[src/rtl/assert_macros.svh]
// ----------------------------------------------------------------------------
// Assertion macros shared by the RTL of the shader output clamp rewriter.
// ----------------------------------------------------------------------------
`ifndef ASSERT_MACROS_SVH
`define ASSERT_MACROS_SVH

// Clocked check that is switched off while reset is held.
`define ASSERT_CLK(label, prop, msg) \
  label: assert property (@(posedge clk) disable iff (!rst_n) prop) else $error(msg);

// Clocked check that also holds during reset.
`define ASSERT_ALWAYS(label, prop, msg) \
  label: assert property (@(posedge clk) prop) else $error(msg);

`endif

[src/rtl/socr_pkg.sv]
// ----------------------------------------------------------------------------
// socr_pkg
// Types, opcodes and sizes shared by the shader output clamp rewriter.
// ----------------------------------------------------------------------------
package socr_pkg;

  localparam int PTR_SLOTS = 8;
  localparam int VAR_SLOTS = 16;
  localparam int PTR_CW = $clog2(PTR_SLOTS + 1);
  localparam int VAR_CW = $clog2(VAR_SLOTS + 1);
  localparam int PTR_IW = (PTR_SLOTS > 1) ? $clog2(PTR_SLOTS) : 1;
  localparam int VAR_IW = (VAR_SLOTS > 1) ? $clog2(VAR_SLOTS) : 1;

  localparam int QUEUE_DEPTH = 2;
  localparam int Q_PW = (QUEUE_DEPTH > 1) ? $clog2(QUEUE_DEPTH) : 1;
  localparam int Q_CW = $clog2(QUEUE_DEPTH + 1);

  localparam logic [31:0] MAGIC_WORD = 32'h0723_0203;
  localparam logic [31:0] FLOAT_ONE  = 32'h3F80_0000;
  localparam logic [31:0] GLSL_W0    = 32'h4C53_4C47;
  localparam logic [31:0] GLSL_W1    = 32'h6474_732E;
  localparam logic [31:0] GLSL_W2    = 32'h3035_342E;
  localparam logic [31:0] NCLAMP_INST = 32'd81;
  localparam logic [31:0] STORAGE_OUTPUT = 32'd3;
  localparam logic [31:0] ALPHA_LANE = 32'd3;

  localparam logic [15:0] OP_EXT_IMPORT      = 16'd11;
  localparam logic [15:0] OP_EXT_INST        = 16'd12;
  localparam logic [15:0] OP_TYPE_FLOAT      = 16'd22;
  localparam logic [15:0] OP_TYPE_VECTOR     = 16'd23;
  localparam logic [15:0] OP_TYPE_POINTER    = 16'd32;
  localparam logic [15:0] OP_CONSTANT        = 16'd43;
  localparam logic [15:0] OP_CONST_COMPOSITE = 16'd44;
  localparam logic [15:0] OP_FUNCTION        = 16'd54;
  localparam logic [15:0] OP_VARIABLE        = 16'd59;
  localparam logic [15:0] OP_STORE           = 16'd62;
  localparam logic [15:0] OP_EXTRACT         = 16'd81;
  localparam logic [15:0] OP_INSERT          = 16'd82;

  localparam logic [2:0] ST_DATA     = 3'd0;
  localparam logic [2:0] ST_OK       = 3'd1;
  localparam logic [2:0] ST_BAD_HDR  = 3'd2;
  localparam logic [2:0] ST_MALFORM  = 3'd3;
  localparam logic [2:0] ST_NOTHING  = 3'd4;
  localparam logic [2:0] ST_OVERFLOW = 3'd5;

  localparam logic [2:0] FLAG_BAD  = 3'b001;
  localparam logic [2:0] FLAG_MAL  = 3'b010;
  localparam logic [2:0] FLAG_OVF  = 3'b100;

  localparam logic OPSEL_LEARN = 1'b0;

  // One command from the front part: the beats one input word causes.
  typedef struct packed {
    logic [3:0]       cmask;   // constants to insert, scalar 0/1, vec4 0/1
    logic             pre;     // held store word 0 before the word
    logic             word;    // the (maybe patched) word itself
    logic             clamp;   // clamp sequence and rewritten store
    logic [1:0]       fcnt;    // held words flushed at the end of a pass
    logic             stat;    // learning status beat
    logic             last;
    logic             alpha;
    logic [2:0]       status;
    logic [31:0]      wv;
    logic [31:0]      h0;
    logic [31:0]      h1;
    logic [31:0]      cbase;
    logic [31:0]      fid;
    logic [31:0]      vid;
    logic [31:0]      eid;
    logic [3:0][31:0] cid;
  } socr_desc_t;

  typedef enum logic [5:0] {
    PH_CONST = 6'b000001,
    PH_PRE   = 6'b000010,
    PH_WORD  = 6'b000100,
    PH_CLAMP = 6'b001000,
    PH_FLUSH = 6'b010000,
    PH_STAT  = 6'b100000
  } socr_phase_t;

endpackage

[src/rtl/socr_queue.sv]
// ----------------------------------------------------------------------------
// socr_queue
// Short command queue between the front and back parts.
// ----------------------------------------------------------------------------
module socr_queue (
  input  logic                 clk,
  input  logic                 rst_n,
  input  logic                 push,
  input  socr_pkg::socr_desc_t push_desc,
  output logic                 full,
  input  logic                 pop,
  output logic                 head_valid,
  output socr_pkg::socr_desc_t head
);

  socr_pkg::socr_desc_t mem_r [socr_pkg::QUEUE_DEPTH];
  logic [socr_pkg::Q_PW-1:0] wr_r, rd_r;
  logic [socr_pkg::Q_CW-1:0] cnt_r;
  logic do_push, do_pop;

  assign full       = (cnt_r == socr_pkg::Q_CW'(socr_pkg::QUEUE_DEPTH));
  assign head_valid = (cnt_r != '0);
  assign head       = mem_r[rd_r];
  assign do_push    = push && !full;
  assign do_pop     = pop && head_valid;

  always_ff @(posedge clk) begin
    if (!rst_n) begin
      wr_r <= '0;
      rd_r <= '0;
      cnt_r <= '0;
    end else begin
      if (do_push)
        wr_r <= (wr_r == socr_pkg::Q_PW'(socr_pkg::QUEUE_DEPTH - 1)) ? '0 : wr_r + 1'b1;
      if (do_pop)
        rd_r <= (rd_r == socr_pkg::Q_PW'(socr_pkg::QUEUE_DEPTH - 1)) ? '0 : rd_r + 1'b1;
      if (do_push && !do_pop) cnt_r <= cnt_r + 1'b1;
      else if (do_pop && !do_push) cnt_r <= cnt_r - 1'b1;
    end
  end

  always_ff @(posedge clk) begin
    if (do_push) mem_r[wr_r] <= push_desc;
  end

endmodule

[config.mk]
export PLATFORM = sky130hd
export DESIGN_NAME = socr_queue
export DESIGN_NICKNAME = d
export VERILOG_FILES = /design/src/rtl/assert_macros.svh /design/src/rtl/socr_pkg.sv /design/src/rtl/socr_queue.sv
export SDC_FILE = /design/constraint.sdc
export NUM_CORES = 1
export LEC_CHECK = 0
export BUFFER_PORTS_ARGS = -buffer_cell sky130_fd_sc_hd__buf_2
export CORE_AREA = 2 2 287 289
export DETAILED_ROUTE_END_ITERATION = 8
export DIE_AREA = 0 0 289 291
export PLACE_DENSITY = 0.67
export SYNTH_ARGS = -nofsm -noshare
export SYNTH_HDL_FRONTEND = slang
export SYNTH_SLANG_ARGS = --single-unit
[constraint.sdc]
create_clock -name clk -period 20.4 [get_ports clk]
set_clock_uncertainty 0.1 [all_clocks]
set_input_delay 1.02 -clock clk [delete_from_list [all_inputs] [get_ports clk]]
set_output_delay 1.02 -clock clk [all_outputs]
set_load 0.005 [all_outputs]
==> impl_metrics.toml, run 1 <==
[outcome]
status = "finished, final reports clean"

[power_and_ir_drop]
power.total_uw = 4390
ir_worst_vdd_mv = 0.107
p_leak_uw = 0.0136
power_density_nw_per_um2 = 125

[critical_path]
worstPathMaxFanout = 65
critPathRequiredTime_ns = 19.28
reg2regPathDepth = 6
critPathCaptureType = "primary output"
worstSetupPathType = "flop to primary output"
critPathArrivalTime_ns = 5.01
r2r_slack_ns = 16.32
timing.rr.end = "mem_r[0][65]"
r2r_start = "cnt_r[0]"
worst_setup_path_start_kind = "flop"

[clock_network]
clkSinkCount = 739
cts_buffer_depth = 3
postCtsSetupRepairBufs = 0
cts_tree = "yes"
cts_resized = 0
hold_buffers = 0
clk_root_buffer_cell = "clkbuf_16"
clkTransAtPathRegs_ns = 0.06
numCtsBuffers = 77
htree_levels = 3
clk_latency_ns = 0.61

[min_path]
worstHoldPathCells = 2
hp-class = "flop to flop"
holdCritStartpoint = "cnt_r[1]"
hold_end = "cnt_r[1]"

[timing]
final-hold-violation-count = 0
setup_viol = 0
tns_ns = 0
fmax_mhz = 163
grt_setup_unrepaired = "false"
worst_slew_pin_slew_ns = 1.20
period_needed_ns = 6.13
relSlewSlack_pct = 20.3
slew_viol_final = 0
timing.final.crit_share_pct = 30.1

[global_routing]
gr-total-overflow = 0
grtUsageTotal_pct = 14.2
grt_max_degree = 164
grt_pass1_vias = 14600
grt_first_pass_wirelength_um = 89800
antenna_found_initial = 23

[floorplan]
die_x_um = 289
std_cell_rows = 105
initial_core_util_pct = 34.7
core-area_um2 = 81200
die_y_um = 291
pin_count = 740
dieArea_um2 = 84100

[detailed_routing]
vias_per_cell = 4.46
dr.pass1.iters = 4
drcViolationCount = 0
vias = 13800
wire_per_inst_um = 20.3
totalWireLength_um = 62700
drtIter0Drc = 866
ant_nets = 0

[cells_and_area]
post-route-util_pct = 43.4
multi_input_area_um2 = 5510
fill_cells = 7148
layout.nets = 2329
area.sequential_um2 = 22100
syn2layout_area_growth_pct = 25.2
drive_above_1_share_pct = 61.3

[synth]
synth_warnings = 0
syn_nets = 1539
avgSynthCellArea_um2 = 24.1
syn_inst = 1167
synth.distinct_cells = 23
yosys_register_bits = 739
syn_area_um2 = 28100
ys_seq_area_share_pct = 78.7

[placed_design]
hpwl_um = 43800
place_congestion = 0.790
port_buffers = 739

[run]
cap_violations = 0
## where the power goes
| part | internal (uW) | switching, uW |
|---|---|---|
| registers | 1910 | 69.2 |
| clock network | 769 | 561 |
| logic | 579 | 500 |
| total | 3260 | 1130 |
## placed cells by master (no fill, tap or decap)
cell type,count
inv_1,2
buf_2,739
xnor2_1,2
mux2_4,330
clkinv_8,2
dfxtp_1,4
clkinvlp_4,4
or3_1,1
xor2_1,1
diode_2,10
mux2_2,37
o21ai_1,1
o21a_1,1
a21boi_0,1
clkbuf_1,9
clkbuf_16,79
or2_2,1
o21ai_0,1
ha_1,1
and2_1,3
a21boi_1,1
buf_12,2
clkinv_2,16
nor2_1,1
nor3_4,1
and3_4,1
buf_4,11
dfxtp_4,1
clkinv_1,14
edfxtp_1,734
nand2b_1,1
clkinv_4,2
inv_6,2
bufinv_16,5
## layer usage
layer | up-vias | wire length (um) | track usage [%]
met5 | - | 118 | 0
met4 | 18 | 1820 | 6.06
met3 | 133 | 5520 | 5.09
met2 | 549 | 32900 | 25.2
met1 | 6814 | 22300 | 15.2
li1 | 6261 | - | -
## metrics by stage
stage | hold WS (ns) | worst slack, ns | std cells | instance area (um2)
finish | 0.443 | 14.27 | 3091 | 35200
global route | 0.449 | 13.99 | 3090 | 35200
CTS | 0.438 | 14.18 | 3081 | 35200
detailed placement | 0.436 | 14.87 | 2948 | 32800
global placement | 0.391 | 14.96 | 2948 | 32800
floorplan | 0.379 | 4.09 | 1167 | 28100
## cells in the mapped netlist, drive strengths merged
cell type | count | area, um2
a21boi | 2 | 15.0
and2 | 3 | 18.8
and3 | 1 | 6.26
buf | 41 | 492
dfxtp | 5 | 100
edfxtp | 734 | 22000
ha | 1 | 12.5
inv | 2 | 7.51
mux2 | 367 | 5370
nand2b | 1 | 6.26
nor2 | 1 | 3.75
nor3 | 1 | 10.0
o21a | 1 | 7.51
o21ai | 2 | 10.0
or2 | 1 | 6.26
or3 | 1 | 6.26
xnor2 | 2 | 17.5
xor2 | 1 | 8.76
## worst max-delay path by stage
stage / from / end / slack, ns / cells after the start
4_1_cts: flop / head[254] / 14.18 / 5
5_1_grt: flop / head[201] / 13.99 / 5
6_report: flop / head[254] / 14.27 / 5
3_3_place_gp: flop / head[309] / 14.96 / 5
2_1_floorplan: push / wr_r / 4.09 / 3
3_5_place_dp: flop / head[254] / 14.87 / 5
## area by class of cell
cell class	count	area share, %
clock buffer	88	5.71
inverter	2	0.0213
clock inverter	45	1.08
tap	1070	3.80
antenna	10	0.0710
sequential	739	62.8
multi-input combinational	385	15.6
timing repair buffer	752	10.8
## worst max-delay path: stages, from the launching register on
cell and delay [ns]:
dfxtp_4 1.10, buf_4 0.77, buf_4 0.92, buf_4 0.90, mux2_4 0.36, buf_2 0.13
## flip-flops by register name, indices dropped and copies added, names as in the netlist, named ones only
signal,flops
rd_r,1
cnt_r,2
mem_r,734
wr_r,1
## cell families after synthesis
family	Yosys count	share of synthesized area (%)
compound gates	5	0.116
buf+inv	43	1.77
simple gates	9	0.205
xor+xnor	3	0.0934
mux	367	19.1
flops	739	78.7
fa+ha+maj	1	0.0445
Note: power is estimated with default switching activity, not from simulation.
==> run 2: changes to the inputs <==
clock period = 6.3 ns   (was 20.4 ns; I/O delays follow)
==> impl_metrics.toml, run 2 (same netlist as run 1, synthesis figures left out) <==
[outcome]
status = "finished, final reports clean"

[detailed_routing]
wire_per_inst_um = 19.7
dr.pass1.iters = 4
ant_nets = 0
drtIter0Drc = 767
drcViolationCount = 0
vias = 15500
vias_per_cell = 4.47
totalWireLength_um = 68300

[cells_and_area]
drive_above_1_share_pct = 51.4
top_register = "mem_r"
largest_reg_flops = 734
layout.nets = 2700
final_cell_area_um2 = 39000
final_common_cell = "buf_2"
final_cell_mix = "buf_2 (739), edfxtp_1 (734), dlygate4sd3_1 (369), mux2_4 (330), clkbuf_16 (79)"
top_regs = "mem_r x734, cnt_r x2"
syn2layout_area_growth_pct = 38.5

[placed_design]
port_buffers = 739
place_congestion = 0.820
hpwl_um = 45000
placed_area_um2 = 32900

[critical_path]
r2r_slack_ns = 3.41
crit_end = "head[258]"
critPathRequiredTime_ns = 5.88
worstPathMaxFanout = 117
worstSetupPathType = "flop to primary output"
critPathCaptureType = "primary output"
worst_setup_path_start_kind = "flop"
reg2regPathDepth = 5
r2r_start = "cnt_r[0]"
timing.rr.end = "mem_r[0][290]"
critPathArrivalTime_ns = 2.92

[timing]
fmax_mhz = 300
slew_viol_final = 0
relSlewSlack_pct = 22.4
timing.final.crit_share_pct = 53.0
holdWs_ns = 0.136
setup_viol = 0
period_needed_ns = 3.34
grt_setup_unrepaired = "false"
worst_slew_pin_slew_ns = 1.16
final-hold-violation-count = 0

[power_and_ir_drop]
sw_frac_of_total_pct = 26.0
pwr-share-clk_pct = 29.5
switchingPower_uw = 3750
pwr-share-seq_pct = 44.5
p_leak_uw = 0.0151
comb_power_share_pct = 26.0
ir_worst_vdd_mv = 0.317
power_density_nw_per_um2 = 371
intPower_uw = 10700

[floorplan]
dieArea_um2 = 84100
pin_count = 740
std_cell_rows = 105
initial_core_util_pct = 34.7
die_x_um = 289
core-area_um2 = 81200
die_y_um = 291

[global_routing]
grt_max_degree = 140
use_met3_pct = 4.17
grt_use_met1_pct = 16.3
grtUsageMet2_pct = 27.9
grt_pass1_vias = 17100
grt_first_pass_wirelength_um = 98300
gr-total-overflow = 0
antenna_found_initial = 13
grt-busiest-layer = "met2"
grtUsageTotal_pct = 15.4

[min_path]
hp-class = "input pin to flop"

[run]
cap_violations = 0

[clock_network]
clk_root_buffer_cell = "clkbuf_16"
clkSinkCount = 739
cts_buffer_depth = 3
numCtsBuffers = 77
cts_tree = "yes"
clkTransAtPathRegs_ns = 0.06
clk_latency_ns = 0.60
htree_levels = 3
run 2: power by group through the flow:
stage,registers [uW],logic [uW],clock network (uW)
detailed placement,6520,3580,0
finish,6420,3760,4260
global route,6470,4000,4570
floorplan,6580,2370,0
global placement,6490,3530,0
CTS,6420,3790,4370
run 2: routing by layer:
metal  wire (um)  up-vias  part of all wire [%]
met3        4850      183                   7.1
met2       35500      652                    52
met4        3390        4                   5.0
li1            -     7013                     -
met5          21        -                 0.031
met1       24500     7637                    36
run 2: timing repair:
| action | in CTS | in global routing |
|---|---|---|
| gates resized for setup | 0 | 0 |
| hold buffers | 369 | 0 |
| endpoints found under the setup margin | 0 | 0 |
| buffers inserted | 0 | 0 |
| hold endpoints to repair | 739 | 0 |
run 2: layout make-up:
class / count / area (um2)
Clock buffer: 101 / 2060
Antenna cell: 7 / 17.5
Sequential cell: 739 / 22100
Multi-Input combinational cell: 385 / 5520
Inverter: 2 / 10.0
Fill cell: 6654 / 42200
Tap cell: 1070 / 1340
Timing Repair Buffer: 1123 / 7590
Clock inverter: 37 / 288
run 2: worst min path at each step:
stage / to / slack [ns] / cells past startpoint / startpoint
final: mem_r[0][82] / 0.14 / 3 / push
after global routing: mem_r[0][82] / 0.12 / 3 / push
after CTS: mem_r[0][82] / 0.09 / 3 / push
after detailed placement: mem_r[1][154] / 0.41 / 1 / push_desc[154]
after global placement: mem_r[1][35] / 0.40 / 1 / push_desc[35]
after floorplan: mem_r[0][0] / 0.31 / 0 / push_desc[0]
run 2: worst max-delay path: stages, from the launching register on:
cell	delay (ns)
dfxtp_4	0.88
buf_12	0.63
mux2_4	0.35
buf_2	0.15
run 2: per-stage QoR:
step / setup WS [ns] / cells / total power (uW) / utilization (%) / setup TNS (ns)
floorplan: -3.50 / 1167 / 8950 / - / -1287.67
global placement: 3.60 / 2950 / 10000 / 40.5 / 0
detailed placement: 3.53 / 2950 / 10100 / 40.5 / 0
CTS: 2.92 / 3457 / 14600 / 48.0 / 0
global route: 2.83 / 3464 / 15000 / 48.0 / 0
finish: 2.96 / 3464 / 14400 / 48.0 / 0
==> run 3: changes to the inputs <==
CORE_AREA = 2 2 284 286   (was 2 2 287 289)
DIE_AREA = 0 0 286 288   (was 0 0 289 291)
PLACE_DENSITY = 0.7   (was 0.67)
clock period = 2.9 ns   (was 6.3 ns; I/O delays follow)
==> impl_metrics.toml, run 3 (same netlist as run 1, synthesis figures left out) <==
[critical_path]
worst_setup_path_start_kind = "flop"
critPathCaptureType = "primary output"
worstSetupPathType = "flop to primary output"
r2r_start = "cnt_r[0]"
worstPathMaxFanout = 30
critPathRequiredTime_ns = 2.65
critPathArrivalTime_ns = 2.28

[floorplan]
dieArea_um2 = 82400
pin_count = 740
die_x_um = 286
initial_core_util_pct = 35.3
core-area_um2 = 79600
std_cell_rows = 104
die_y_um = 288

[global_routing]
antenna_found_initial = 5
grtUsageTotal_pct = 15.5
gr-total-overflow = 0
grt_first_pass_wirelength_um = 97700
grt_max_degree = 76
grt_pass1_vias = 17300

[placed_design]
place_congestion = 0.796
placed_area_um2 = 33400
port_buffers = 739
hpwl_um = 45300

[timing]
setup_viol = 0
worst_slew_pin_slew_ns = 0.595
fmax_mhz = 396
slew_viol_final = 0
final-hold-violation-count = 0
period_needed_ns = 2.53
tns_ns = 0
grt_setup_unrepaired = "false"
relSlewSlack_pct = 60.3
timing.final.crit_share_pct = 87.1

[detailed_routing]
wire_per_inst_um = 19.2
totalWireLength_um = 67200
dr.pass1.iters = 5
vias = 15700
drcViolationCount = 0
vias_per_cell = 4.48
ant_nets = 0
drtIter0Drc = 773

[min_path]
holdCritStartpoint = "push_desc[277]"
hp-class = "input pin to flop"

[clock_network]
postCtsSetupRepairBufs = 0
clkTransAtPathRegs_ns = 0.06
clk_root_buffer_cell = "clkbuf_16"
cts_tree = "yes"
numCtsBuffers = 76
clkSinkCount = 739
cts_resized = 0
clk_latency_ns = 0.60
hold_buffers = 371
cts_buffer_depth = 3
htree_levels = 3

[cells_and_area]
final_cell_area_um2 = 39400
final_cell_mix = "buf_2 (739), edfxtp_1 (734), dlygate4sd3_1 (371), mux2_4 (330), clkbuf_16 (77)"
area.sequential_um2 = 22100
largest_reg_flops = 734
fill_cells = 6397
layout.nets = 2743
drive_above_1_share_pct = 52.1
top_register = "mem_r"
multi_input_area_um2 = 5520
top_regs = "mem_r x734, cnt_r x2"
syn2layout_area_growth_pct = 40.0
final_common_cell = "buf_2"

[power_and_ir_drop]
power.total_uw = 31500
power_density_nw_per_um2 = 799
p_leak_uw = 0.0154
ir_worst_vdd_mv = 0.652

[outcome]
status = "finished, final reports clean"

[run]
cap_violations = 0
[run 3: worst max-delay path, cell delays in order, from the launching register on]
cell and delay [ns]:
dfxtp_4 0.52, buf_12 0.26, buf_4 0.35, mux2_2 0.38
buf_2 0.14
[run 3: through the flow]
stage,std cells,hold slack (ns),util (%),setup WS [ns]
2_1_floorplan,1167,0.144,-,-6.90
3_3_place_gp,2982,0.233,41.9,0.839
3_5_place_dp,2982,0.236,41.9,0.772
4_1_cts,3486,0.102,49.5,0.290
5_1_grt,3490,0.118,49.5,0.242
6_report,3491,0.160,49.5,0.374
[run 3: area by class of cell]
| type | instances | share of cell area (%) |
|---|---|---|
| diodes | 5 | 0.0318 |
| repair buffers | 1167 | 20.5 |
| flip-flops and latches | 739 | 56.2 |
| clock inverters | 35 | 0.785 |
| well taps | 1060 | 3.37 |
| inverters | 2 | 0.0254 |
| multi-input cells | 385 | 14.0 |
| clock buffers | 98 | 5.09 |
[run 3: layer usage]
| metal | GRT usage [%] | up-vias | part of all wire (%) |
|---|---|---|---|
| li1 | - | 7089 | - |
| met5 | 0 | - | 0 |
| met4 | 6.78 | 0 | 3.7 |
| met1 | 16.2 | 7791 | 35 |
| met3 | 4.67 | 159 | 7.2 |
| met2 | 28.6 | 617 | 54 |
[run 3: worst paths after layout]
check | end | cells past startpoint | slack, ns
max | head[350] | 4 | 0.37
min | mem_r[0][277] | 2 | 0.16
max reg2reg | wr_r | 7 | 0.63
min reg2reg | cnt_r[1] | 2 | 0.47
[run 3: power by group]
group	internal, uW	switching (uW)	total, uW
clock	5180	3930	9110
sequential	13400	381	13800
combinational	4670	3910	8580
