<file path="src/rtl/assert_macros.svh">
// ----------------------------------------------------------------------------
// Assertion macros shared by the RTL of the shader output clamp rewriter.
// ----------------------------------------------------------------------------
`ifndef ASSERT_MACROS_SVH
`define ASSERT_MACROS_SVH

// Clocked check that is switched off while reset is held.
`define ASSERT_CLK(label, prop, msg) \
  label: assert property (@(posedge clk) disable iff (!rst_n) prop) else $error(msg);

// Clocked check that also holds during reset.
`define ASSERT_ALWAYS(label, prop, msg) \
  label: assert property (@(posedge clk) prop) else $error(msg);

`endif

</file>
<file path="src/rtl/socr_pkg.sv">
// ----------------------------------------------------------------------------
// socr_pkg
// Types, opcodes and sizes shared by the shader output clamp rewriter.
// ----------------------------------------------------------------------------
package socr_pkg;

  localparam int PTR_SLOTS = 8;
  localparam int VAR_SLOTS = 16;
  localparam int PTR_CW = $clog2(PTR_SLOTS + 1);
  localparam int VAR_CW = $clog2(VAR_SLOTS + 1);
  localparam int PTR_IW = (PTR_SLOTS > 1) ? $clog2(PTR_SLOTS) : 1;
  localparam int VAR_IW = (VAR_SLOTS > 1) ? $clog2(VAR_SLOTS) : 1;

  localparam int QUEUE_DEPTH = 2;
  localparam int Q_PW = (QUEUE_DEPTH > 1) ? $clog2(QUEUE_DEPTH) : 1;
  localparam int Q_CW = $clog2(QUEUE_DEPTH + 1);

  localparam logic [31:0] MAGIC_WORD = 32'h0723_0203;
  localparam logic [31:0] FLOAT_ONE  = 32'h3F80_0000;
  localparam logic [31:0] GLSL_W0    = 32'h4C53_4C47;
  localparam logic [31:0] GLSL_W1    = 32'h6474_732E;
  localparam logic [31:0] GLSL_W2    = 32'h3035_342E;
  localparam logic [31:0] NCLAMP_INST = 32'd81;
  localparam logic [31:0] STORAGE_OUTPUT = 32'd3;
  localparam logic [31:0] ALPHA_LANE = 32'd3;

  localparam logic [15:0] OP_EXT_IMPORT      = 16'd11;
  localparam logic [15:0] OP_EXT_INST        = 16'd12;
  localparam logic [15:0] OP_TYPE_FLOAT      = 16'd22;
  localparam logic [15:0] OP_TYPE_VECTOR     = 16'd23;
  localparam logic [15:0] OP_TYPE_POINTER    = 16'd32;
  localparam logic [15:0] OP_CONSTANT        = 16'd43;
  localparam logic [15:0] OP_CONST_COMPOSITE = 16'd44;
  localparam logic [15:0] OP_FUNCTION        = 16'd54;
  localparam logic [15:0] OP_VARIABLE        = 16'd59;
  localparam logic [15:0] OP_STORE           = 16'd62;
  localparam logic [15:0] OP_EXTRACT         = 16'd81;
  localparam logic [15:0] OP_INSERT          = 16'd82;

  localparam logic [2:0] ST_DATA     = 3'd0;
  localparam logic [2:0] ST_OK       = 3'd1;
  localparam logic [2:0] ST_BAD_HDR  = 3'd2;
  localparam logic [2:0] ST_MALFORM  = 3'd3;
  localparam logic [2:0] ST_NOTHING  = 3'd4;
  localparam logic [2:0] ST_OVERFLOW = 3'd5;

  localparam logic [2:0] FLAG_BAD  = 3'b001;
  localparam logic [2:0] FLAG_MAL  = 3'b010;
  localparam logic [2:0] FLAG_OVF  = 3'b100;

  localparam logic OPSEL_LEARN = 1'b0;

  // One command from the front part: the beats one input word causes.
  typedef struct packed {
    logic [3:0]       cmask;   // constants to insert, scalar 0/1, vec4 0/1
    logic             pre;     // held store word 0 before the word
    logic             word;    // the (maybe patched) word itself
    logic             clamp;   // clamp sequence and rewritten store
    logic [1:0]       fcnt;    // held words flushed at the end of a pass
    logic             stat;    // learning status beat
    logic             last;
    logic             alpha;
    logic [2:0]       status;
    logic [31:0]      wv;
    logic [31:0]      h0;
    logic [31:0]      h1;
    logic [31:0]      cbase;
    logic [31:0]      fid;
    logic [31:0]      vid;
    logic [31:0]      eid;
    logic [3:0][31:0] cid;
  } socr_desc_t;

  typedef enum logic [5:0] {
    PH_CONST = 6'b000001,
    PH_PRE   = 6'b000010,
    PH_WORD  = 6'b000100,
    PH_CLAMP = 6'b001000,
    PH_FLUSH = 6'b010000,
    PH_STAT  = 6'b100000
  } socr_phase_t;

endpackage

</file>
<file path="src/rtl/socr_front.sv">
// ----------------------------------------------------------------------------
// socr_front
// Accepts module words, tracks instruction boundaries, keeps the learned
// tables and issues one command per word that causes beats.
// ----------------------------------------------------------------------------
module socr_front (
  input  logic                clk,
  input  logic                rst_n,
  input  logic                in_valid,
  output logic                in_ready,
  input  logic                in_op,
  input  logic [31:0]         in_word,
  input  logic                in_last,
  input  logic                cfg_valid,
  input  logic                cfg_alpha_only_mode,
  input  logic                q_full,
  output logic                push,
  output socr_pkg::socr_desc_t push_desc
);

  logic [31:0] word_index_r, word_index_nxt;
  logic [15:0] pos_r, pos_nxt, len_r, len_nxt, opc_r, opc_nxt;
  logic [31:0] s0_r, s0_nxt, s2_r, s2_nxt;
  logic        s1_r, s1_nxt;
  logic [31:0] ext_r, ext_nxt, flt_r, flt_nxt, vec_r, vec_nxt;
  logic [3:0][31:0] cid_r, cid_nxt;
  logic [socr_pkg::PTR_SLOTS-1:0][31:0] ptab_r, ptab_nxt;
  logic [socr_pkg::VAR_SLOTS-1:0][31:0] vtab_r, vtab_nxt;
  logic [socr_pkg::PTR_CW-1:0] pcnt_r, pcnt_nxt;
  logic [socr_pkg::VAR_CW-1:0] vcnt_r, vcnt_nxt;
  logic        fn_r, fn_nxt;
  logic [31:0] sc_r, sc_nxt, bound_r, bound_nxt;
  logic [31:0] h0_r, h0_nxt, h1_r, h1_nxt;
  logic [2:0]  lstat_r, lstat_nxt, flags_r, flags_nxt;
  logic [3:0]  mint_r, mint_nxt;
  logic [1:0]  held_r, held_nxt;
  logic        ins_r, ins_nxt;
  logic [31:0] nid_r, nid_nxt;
  logic        alpha_r;
  logic        accept;
  socr_pkg::socr_desc_t d;

  function automatic logic ptr_hit(input logic [socr_pkg::PTR_SLOTS-1:0][31:0] t,
                                   input logic [socr_pkg::PTR_CW-1:0] n,
                                   input logic [31:0] v);
    logic h;
    h = 1'b0;
    for (int i = 0; i < socr_pkg::PTR_SLOTS; i++) begin
      if (socr_pkg::PTR_CW'(i) < n && t[i] == v) h = 1'b1;
    end
    return h;
  endfunction

  function automatic logic var_hit(input logic [socr_pkg::VAR_SLOTS-1:0][31:0] t,
                                   input logic [socr_pkg::VAR_CW-1:0] n,
                                   input logic [31:0] v);
    logic h;
    h = 1'b0;
    for (int i = 0; i < socr_pkg::VAR_SLOTS; i++) begin
      if (socr_pkg::VAR_CW'(i) < n && t[i] == v) h = 1'b1;
    end
    return h;
  endfunction

  assign in_ready = !q_full;
  assign accept   = in_valid && !q_full;

  always_comb begin
    logic [15:0] p;
    logic [15:0] nl;
    logic        learned;
    logic        adv;
    logic [2:0]  st;
    word_index_nxt = word_index_r;
    pos_nxt = pos_r; len_nxt = len_r; opc_nxt = opc_r;
    s0_nxt = s0_r; s1_nxt = s1_r; s2_nxt = s2_r;
    ext_nxt = ext_r; flt_nxt = flt_r; vec_nxt = vec_r; cid_nxt = cid_r;
    ptab_nxt = ptab_r; vtab_nxt = vtab_r; pcnt_nxt = pcnt_r; vcnt_nxt = vcnt_r;
    fn_nxt = fn_r; sc_nxt = sc_r; bound_nxt = bound_r;
    h0_nxt = h0_r; h1_nxt = h1_r;
    lstat_nxt = lstat_r; flags_nxt = flags_r; mint_nxt = mint_r;
    held_nxt = held_r; ins_nxt = ins_r; nid_nxt = nid_r;
    d = '0;
    p = pos_r;
    nl = in_word[31:16];
    learned = (lstat_r == socr_pkg::ST_OK);
    adv = 1'b0;
    st = socr_pkg::ST_OK;

    if (in_op == socr_pkg::OPSEL_LEARN) begin
      if (word_index_r == 32'd0) begin
        ext_nxt = '0; flt_nxt = '0; vec_nxt = '0; cid_nxt = '0;
        pcnt_nxt = '0; vcnt_nxt = '0; fn_nxt = 1'b0; sc_nxt = '0; bound_nxt = '0;
        lstat_nxt = '0; flags_nxt = '0; mint_nxt = '0; pos_nxt = '0;
        if (in_word != socr_pkg::MAGIC_WORD) flags_nxt = flags_nxt | socr_pkg::FLAG_BAD;
      end
      if (word_index_r == 32'd3) bound_nxt = in_word;
      if (word_index_r >= 32'd5 &&
          (flags_nxt & (socr_pkg::FLAG_BAD | socr_pkg::FLAG_MAL)) == 3'd0) begin
        p = pos_nxt;
        if (p == 16'd0) begin
          if (nl == 16'd0) begin
            flags_nxt = flags_nxt | socr_pkg::FLAG_MAL;
          end else begin
            len_nxt = nl;
            opc_nxt = in_word[15:0];
            if (opc_nxt == socr_pkg::OP_FUNCTION) fn_nxt = 1'b1;
            s0_nxt = '0; s1_nxt = 1'b0; s2_nxt = '0;
            adv = 1'b1;
          end
        end else begin
          adv = 1'b1;
          if (p == 16'd1) s0_nxt = in_word;
          case (opc_nxt)
            socr_pkg::OP_EXT_IMPORT: begin
              if (p == 16'd2) s1_nxt = (in_word == socr_pkg::GLSL_W0);
              if (p == 16'd3) s1_nxt = s1_nxt && (in_word == socr_pkg::GLSL_W1);
              if (p == 16'd4) begin
                s1_nxt = s1_nxt && (in_word == socr_pkg::GLSL_W2);
                if (len_nxt == 16'd5 && s1_nxt) ext_nxt = s0_nxt;
              end
              if (p == 16'd5 && s1_nxt && in_word[7:0] == 8'd0) ext_nxt = s0_nxt;
            end
            socr_pkg::OP_TYPE_FLOAT: begin
              if (len_nxt == 16'd3 && p == 16'd2 && in_word == 32'd32) flt_nxt = s0_nxt;
            end
            socr_pkg::OP_TYPE_VECTOR: begin
              if (len_nxt == 16'd4) begin
                if (p == 16'd2) s1_nxt = (flt_nxt != '0 && in_word == flt_nxt);
                if (p == 16'd3 && s1_nxt && in_word == 32'd4) vec_nxt = s0_nxt;
              end
            end
            socr_pkg::OP_TYPE_POINTER: begin
              if (len_nxt == 16'd4) begin
                if (p == 16'd2) s1_nxt = (in_word == socr_pkg::STORAGE_OUTPUT);
                if (p == 16'd3 && s1_nxt && vec_nxt != '0 && in_word == vec_nxt &&
                    !ptr_hit(ptab_nxt, pcnt_nxt, s0_nxt)) begin
                  if (pcnt_nxt >= socr_pkg::PTR_CW'(socr_pkg::PTR_SLOTS)) begin
                    flags_nxt = flags_nxt | socr_pkg::FLAG_OVF;
                  end else begin
                    ptab_nxt[pcnt_nxt[socr_pkg::PTR_IW-1:0]] = s0_nxt;
                    pcnt_nxt = pcnt_nxt + 1'b1;
                  end
                end
              end
            end
            socr_pkg::OP_CONSTANT: begin
              if (len_nxt == 16'd4) begin
                if (p == 16'd1) s1_nxt = (flt_nxt != '0 && in_word == flt_nxt);
                if (p == 16'd2) s0_nxt = in_word;
                if (p == 16'd3 && s1_nxt) begin
                  if (in_word == 32'd0) cid_nxt[0] = s0_nxt;
                  if (in_word == socr_pkg::FLOAT_ONE) cid_nxt[1] = s0_nxt;
                end
              end
            end
            socr_pkg::OP_CONST_COMPOSITE: begin
              if (len_nxt == 16'd7) begin
                if (p == 16'd1) s1_nxt = (vec_nxt != '0 && in_word == vec_nxt);
                if (p == 16'd2) s0_nxt = in_word;
                if (p == 16'd3) s2_nxt = in_word;
                if (p >= 16'd4) s1_nxt = s1_nxt && (in_word == s2_nxt);
                if (p == 16'd6 && s1_nxt) begin
                  if (cid_nxt[0] != '0 && s2_nxt == cid_nxt[0]) cid_nxt[2] = s0_nxt;
                  if (cid_nxt[1] != '0 && s2_nxt == cid_nxt[1]) cid_nxt[3] = s0_nxt;
                end
              end
            end
            socr_pkg::OP_VARIABLE: begin
              if (len_nxt >= 16'd4) begin
                if (p == 16'd1) s1_nxt = ptr_hit(ptab_nxt, pcnt_nxt, in_word);
                if (p == 16'd2) s0_nxt = in_word;
                if (p == 16'd3 && s1_nxt && in_word == socr_pkg::STORAGE_OUTPUT &&
                    !var_hit(vtab_nxt, vcnt_nxt, s0_nxt)) begin
                  if (vcnt_nxt >= socr_pkg::VAR_CW'(socr_pkg::VAR_SLOTS)) begin
                    flags_nxt = flags_nxt | socr_pkg::FLAG_OVF;
                  end else begin
                    vtab_nxt[vcnt_nxt[socr_pkg::VAR_IW-1:0]] = s0_nxt;
                    vcnt_nxt = vcnt_nxt + 1'b1;
                  end
                end
              end
            end
            socr_pkg::OP_STORE: begin
              if (len_nxt >= 16'd3 && p == 16'd1 && var_hit(vtab_nxt, vcnt_nxt, in_word))
                sc_nxt = sc_nxt + 32'd1;
            end
            default: begin
            end
          endcase
        end
      end
      if (adv) begin
        pos_nxt = p + 16'd1;
        if (pos_nxt >= len_nxt) pos_nxt = '0;
      end
      if (in_last) begin
        if (word_index_r < 32'd4 || (flags_nxt & socr_pkg::FLAG_BAD) != 3'd0) begin
          st = socr_pkg::ST_BAD_HDR;
        end else if ((flags_nxt & socr_pkg::FLAG_MAL) != 3'd0 || pos_nxt != 16'd0) begin
          st = socr_pkg::ST_MALFORM;
        end else if ((flags_nxt & socr_pkg::FLAG_OVF) != 3'd0) begin
          st = socr_pkg::ST_OVERFLOW;
        end else if (ext_nxt == '0 || vec_nxt == '0 || vcnt_nxt == '0 || !fn_nxt) begin
          st = socr_pkg::ST_NOTHING;
        end else begin
          st = socr_pkg::ST_OK;
          // Missing constants take fresh ids from the bound, in fixed order.
          for (int k = 0; k < 4; k++) begin
            if (cid_nxt[k] == '0) begin
              cid_nxt[k] = bound_nxt;
              bound_nxt = bound_nxt + 32'd1;
              mint_nxt[k] = 1'b1;
            end
          end
        end
        lstat_nxt = st;
        d.stat = 1'b1;
        d.status = st;
      end
    end else begin
      if (word_index_r == 32'd0) begin
        held_nxt = '0; ins_nxt = 1'b0; nid_nxt = bound_r; pos_nxt = '0;
      end
      p = pos_nxt;
      if (word_index_r < 32'd5) begin
        d.word = 1'b1;
        if (word_index_r == 32'd3 && learned)
          d.wv = alpha_r ? (bound_r + sc_r + {sc_r[30:0], 1'b0}) : (bound_r + sc_r);
        else
          d.wv = in_word;
      end else begin
        adv = 1'b1;
        if (p == 16'd0) begin
          len_nxt = (nl == 16'd0) ? 16'd1 : nl;
          opc_nxt = in_word[15:0];
          if (learned && opc_nxt == socr_pkg::OP_FUNCTION && !ins_nxt) begin
            d.cmask = mint_r;
            ins_nxt = 1'b1;
          end
          if (learned && opc_nxt == socr_pkg::OP_STORE && len_nxt >= 16'd3) begin
            h0_nxt = in_word;
            held_nxt = 2'd1;
          end else begin
            d.word = 1'b1;
            d.wv = in_word;
          end
        end else if (held_nxt == 2'd1 && p == 16'd1) begin
          if (var_hit(vtab_r, vcnt_r, in_word)) begin
            h1_nxt = in_word;
            held_nxt = 2'd2;
          end else begin
            d.pre = 1'b1;
            d.word = 1'b1;
            d.wv = in_word;
            held_nxt = '0;
          end
        end else if (held_nxt == 2'd2 && p == 16'd2) begin
          d.clamp = 1'b1;
          d.wv = in_word;
          d.cbase = nid_nxt;
          nid_nxt = nid_nxt + (alpha_r ? 32'd3 : 32'd1);
          held_nxt = '0;
        end else begin
          d.word = 1'b1;
          d.wv = in_word;
        end
      end
      if (adv) begin
        pos_nxt = p + 16'd1;
        if (pos_nxt >= len_nxt) pos_nxt = '0;
      end
      if (in_last) begin
        d.fcnt = held_nxt;
        held_nxt = '0;
      end
    end

    if (in_last) begin
      word_index_nxt = '0;
      pos_nxt = '0;
    end else if (word_index_r != 32'hFFFF_FFFF) begin
      word_index_nxt = word_index_r + 32'd1;
    end

    d.last  = in_last;
    d.alpha = alpha_r;
    d.h0    = h0_nxt;
    d.h1    = h1_nxt;
    d.fid   = flt_nxt;
    d.vid   = vec_nxt;
    d.eid   = ext_nxt;
    d.cid   = cid_nxt;
  end

  assign push_desc = d;
  assign push = accept &&
                (d.cmask != 4'd0 || d.pre || d.word || d.clamp || d.fcnt != 2'd0 || d.stat);

  always_ff @(posedge clk) begin
    if (!rst_n) begin
      alpha_r <= 1'b0;
    end else if (cfg_valid) begin
      alpha_r <= cfg_alpha_only_mode;
    end
  end

  always_ff @(posedge clk) begin
    if (!rst_n) begin
      word_index_r <= '0; pos_r <= '0; len_r <= '0; opc_r <= '0;
      s0_r <= '0; s1_r <= 1'b0; s2_r <= '0;
      ext_r <= '0; flt_r <= '0; vec_r <= '0; cid_r <= '0;
      pcnt_r <= '0; vcnt_r <= '0; fn_r <= 1'b0; sc_r <= '0; bound_r <= '0;
      h0_r <= '0; h1_r <= '0; lstat_r <= '0; flags_r <= '0; mint_r <= '0;
      held_r <= '0; ins_r <= 1'b0; nid_r <= '0;
    end else if (accept) begin
      word_index_r <= word_index_nxt; pos_r <= pos_nxt; len_r <= len_nxt;
      opc_r <= opc_nxt; s0_r <= s0_nxt; s1_r <= s1_nxt; s2_r <= s2_nxt;
      ext_r <= ext_nxt; flt_r <= flt_nxt; vec_r <= vec_nxt; cid_r <= cid_nxt;
      pcnt_r <= pcnt_nxt; vcnt_r <= vcnt_nxt; fn_r <= fn_nxt; sc_r <= sc_nxt;
      bound_r <= bound_nxt; h0_r <= h0_nxt; h1_r <= h1_nxt; lstat_r <= lstat_nxt;
      flags_r <= flags_nxt; mint_r <= mint_nxt; held_r <= held_nxt; ins_r <= ins_nxt;
      nid_r <= nid_nxt;
    end
  end

  // The tables are only read below their fill counts.
  always_ff @(posedge clk) begin
    if (accept) begin
      ptab_r <= ptab_nxt;
      vtab_r <= vtab_nxt;
    end
  end

endmodule

</file>
<file path="config.mk">
export PLATFORM = sky130hd
export DESIGN_NAME = socr_front
export DESIGN_NICKNAME = d
export VERILOG_FILES = /design/src/rtl/assert_macros.svh /design/src/rtl/socr_pkg.sv /design/src/rtl/socr_front.sv
export SDC_FILE = /design/constraint.sdc
export NUM_CORES = 2
export LEC_CHECK = 0
export BUFFER_PORTS_ARGS = -buffer_cell sky130_fd_sc_hd__buf_2
export CELL_PAD_IN_SITES_DETAIL_PLACEMENT = 1
export CELL_PAD_IN_SITES_GLOBAL_PLACEMENT = 1
export CORE_MARGIN = 5
export CORE_UTILIZATION = 24
export DETAILED_ROUTE_END_ITERATION = 16
export GPL_TIMING_DRIVEN = 1
export PLACE_DENSITY = 0.55
export SYNTH_ARGS = -nofsm -noshare
export SYNTH_HDL_FRONTEND = slang
export SYNTH_SLANG_ARGS = --single-unit
</file>
<file path="constraint.sdc">
create_clock -name clk -period 19.2 [get_ports clk]
set_input_delay 3.84 -clock clk [delete_from_list [all_inputs] [get_ports clk]]
set_output_delay 3.84 -clock clk [all_outputs]
set_load 0.005 [all_outputs]
</file>
==> key figures <==
Status
  – Outcome: finished, final reports clean

Die
  – Die Height: 612 um
  – Die width: 612 um
  – Cell row count: 221
  – Die Area: 374,000 um^2
  – Initial Util: 24.0%
  – Ports: roughly 410
  – Core area: roughly 360,000 um^2

Global route
  – Initial antenna violation count: 68
  – Largest net degree at the start of global routing: 145
  – Wire length of the first global-routing pass: 731,000 um
  – Overall routing resource usage: 27.7%
  – Global route overflow: 0
  – Vias in the first global route: between 80,000 and 90,000

Detailed routing
  – DRC Markers: 0
  – M1 WL: ~210,000 um
  – WL final: 544,000 um
  – Vias per cell: 5.88
  – Top sig layer: met5
  – Avg WL per Cell: 36.5 um
  – Detail Route Antenna Nets: 0
  – Metal2 WL: ~240,000 um
  – Vias: 87,572
  – Metal3 WL: 50,100 um
  – 1st-iter DRT viols: between 10,000 and 15,000
  – First drt pass iteration count: 6

Yosys
  – Ys async rst share: 0%
  – Register area share after synthesis: 39.3%
  – Post-synth EDFFs: 768
  – Top FF cell, synth: edfxtp_1
  – Post-Syn Instances: 9,700
  – Yosys top cell area share: 26.6%
  – Syn Nets: ~9,900
  – Synth cell types: 124
  – Syn. warnings: 0
  – Synth area leaders: edfxtp_1 27%, dfxtp_1 13%, xnor2_1 12%
  – Cell taking the most area after synthesis: edfxtp_1
  – Syn Area/Cell: 8.95 um^2
  – Cell area after synthesis: 86,900 um^2
  – FF+latch count, synth: 1,321

Placement
  – Post-place instance area: approximately 96,000 um^2
  – Detailed placement HPWL: 373,000 um
  – GPL Wtd Cong: 0.965
  – Number of I/O port buffers: just over 400

CTS
  – CTS clock-pin slew for the worst setup and hold paths: 0.06 ns
  – CTS resizes: 0
  – Clock sink count: 1,321
  – Number of H-tree levels: 4
  – Post-CTS setup buffer count: 0
  – Bufs on Longest Clock Path: 4
  – Root Buffer Master: clkbuf_16
  – Clk_lat worst skew: just over 0.9 ns
  – CTS Buf Count: 169
  – CTS Hold Buffers Added: 0
  – CTS tree: yes

Cells and area
  – Most frequent cells in the layout: 1,166 x xnor2_1, 824 x nand2_1, 791 x nor2_1
  – Nets: approximately 10,000
  – Fill cells: 41,760
  – Multi-input combinational cell area: 49,900 um^2
  – Sequential cell area: 34,100 um^2
  – Final instance area: 101,000 um^2
  – Finished Core Util: 28.0%
  – Commonest non-fill, non-tap cell in the layout: xnor2_1
  – Synth-to-Final Area Change: 16.7%
  – Biggest register: vtab_r
  – Max FFs per register: 512
  – Largest registers: vtab_r (512), ptab_r (256), cid_r (128)
  – Share of layout cells above drive strength 1: 13.2%

Timing
  – RSZ-0062 raised after global routing: no
  – Setup TNS: 0 ns
  – Hold Vio Cnt, Final: 0
  – Max Clock Freq: 57.6 MHz
  – Tcrit/Tclk final: roughly 90%
  – Slew margin rel.: under 10%
  – Setup violations, final: 0
  – Max Clock Skew: 0.109 ns
  – Max-slew violation count: 0
  – Final Critical Period: 17.36 ns
  – Worst-margin pin slew: 1.46 ns

Setup path
  – Crit-path max FO: 30
  – CP most frequent cell: a21o_1
  – Max incr delay on CP: ~0.97 ns
  – WS Path Type: in -> out
  – Critical Path RT: 15.36 ns
  – CP startpoint kind: primary input
  – Slowest cell on the critical path: nor4_1
  – CP Capture Type: output pin
  – Critical path data arrival time: 13.52 ns

Power
  – PwrDens: 67.9 nW/um^2
  – Total Power: 6880 uW
  – Leakage power: 0.0325 uW
  – Peak VDD IR: 0.0000676 V

Min path
  – Type of the worst min-delay path: reg -> reg

Flow run
  – Max-cap violation count: 0
[metrics by stage]
stage / std cells / setup WS, ns / hold WS (ns)
2_1_floorplan: 9700 / 4.80 / 0.431
3_3_place_gp: 14578 / 2.12 / 0.439
3_5_place_dp: 14579 / 2.17 / 0.449
4_1_cts: 14873 / 2.14 / 0.456
5_1_grt: 14877 / 1.77 / 0.470
6_report: 14902 / 1.84 / 0.453
[kinds of logic (layout without fill, tap and decap cells)]
kind of cell	count (synthesis)	count (layout)	synth area share [%]
AND/OR/NAND/NOR	3355	3355	19.2
AO/OA/AOI/OAI	1884	1884	14.0
XOR/XNOR	1829	1829	18.5
flip-flops	1321	1321	39.3
buffers and inverters	939	1318	4.20
multiplexers	255	255	3.09
adder cells (fa/ha/maj)	117	117	1.71
other	0	29	0
[power breakdown]
group	switching (uW)	internal (uW)
clock	1400	1840
combinational	469	160
sequential	27.5	2980
[worst paths after layout]
path,from,endpoint,slack (ns),cells after the start
min reg2reg,fn_r,fn_r,0.45,2
max reg2reg,word_index_r[18],cid_r[43],7.33,28
max,in_word[19],push_desc[11],1.84,33
min,fn_r,fn_r,0.45,2
[cell type report]
type	instances	area share [%]
Clock buffer	220	4.49
Clock inverter	74	0.738
Sequential cell	1321	33.7
Inverter	239	0.898
Tap cell	4794	5.92
Antenna cell	29	0.0716
Multi-Input combinational cell	7440	49.3
Timing Repair Buffer	785	4.92
[per-layer routing]
| metal | global-route usage, % | up-vias |
|---|---|---|
| met4 | 17.6 | 24 |
| li1 | - | 35529 |
| met3 | 4.92 | 1542 |
| met1 | 34.9 | 44868 |
| met5 | 0 | - |
| met2 | 43.5 | 5609 |
[cell usage after synthesis (all sizes together) (44+ instances only)]
master / number
a31oi: 61
or3: 52
nor2b: 56
mux2: 78
nor4: 448
o211ai: 44
clkbuf: 531
nor2: 820
nor3: 241
ha: 114
xnor2: 1168
dfxtp: 553
edfxtp: 768
o21ai: 409
nand2: 831
and3: 84
and2: 81
xor2: 661
a21oi: 560
a22oi: 131
nand3: 290
buf: 169
a211oi: 276
mux2i: 176
nand4: 268
inv: 229
[critical path, delay by kind of cell]
kind,cells,cell delay [ns]
muxes,1,0.32
buffers and inverters,7,2.10
adders and majority gates,1,0.28
AOI/OAI and AO/OA,13,2.53
and+or+nand+nor,11,4.29
No activity file was read; power rests on OpenSTA's default activity.
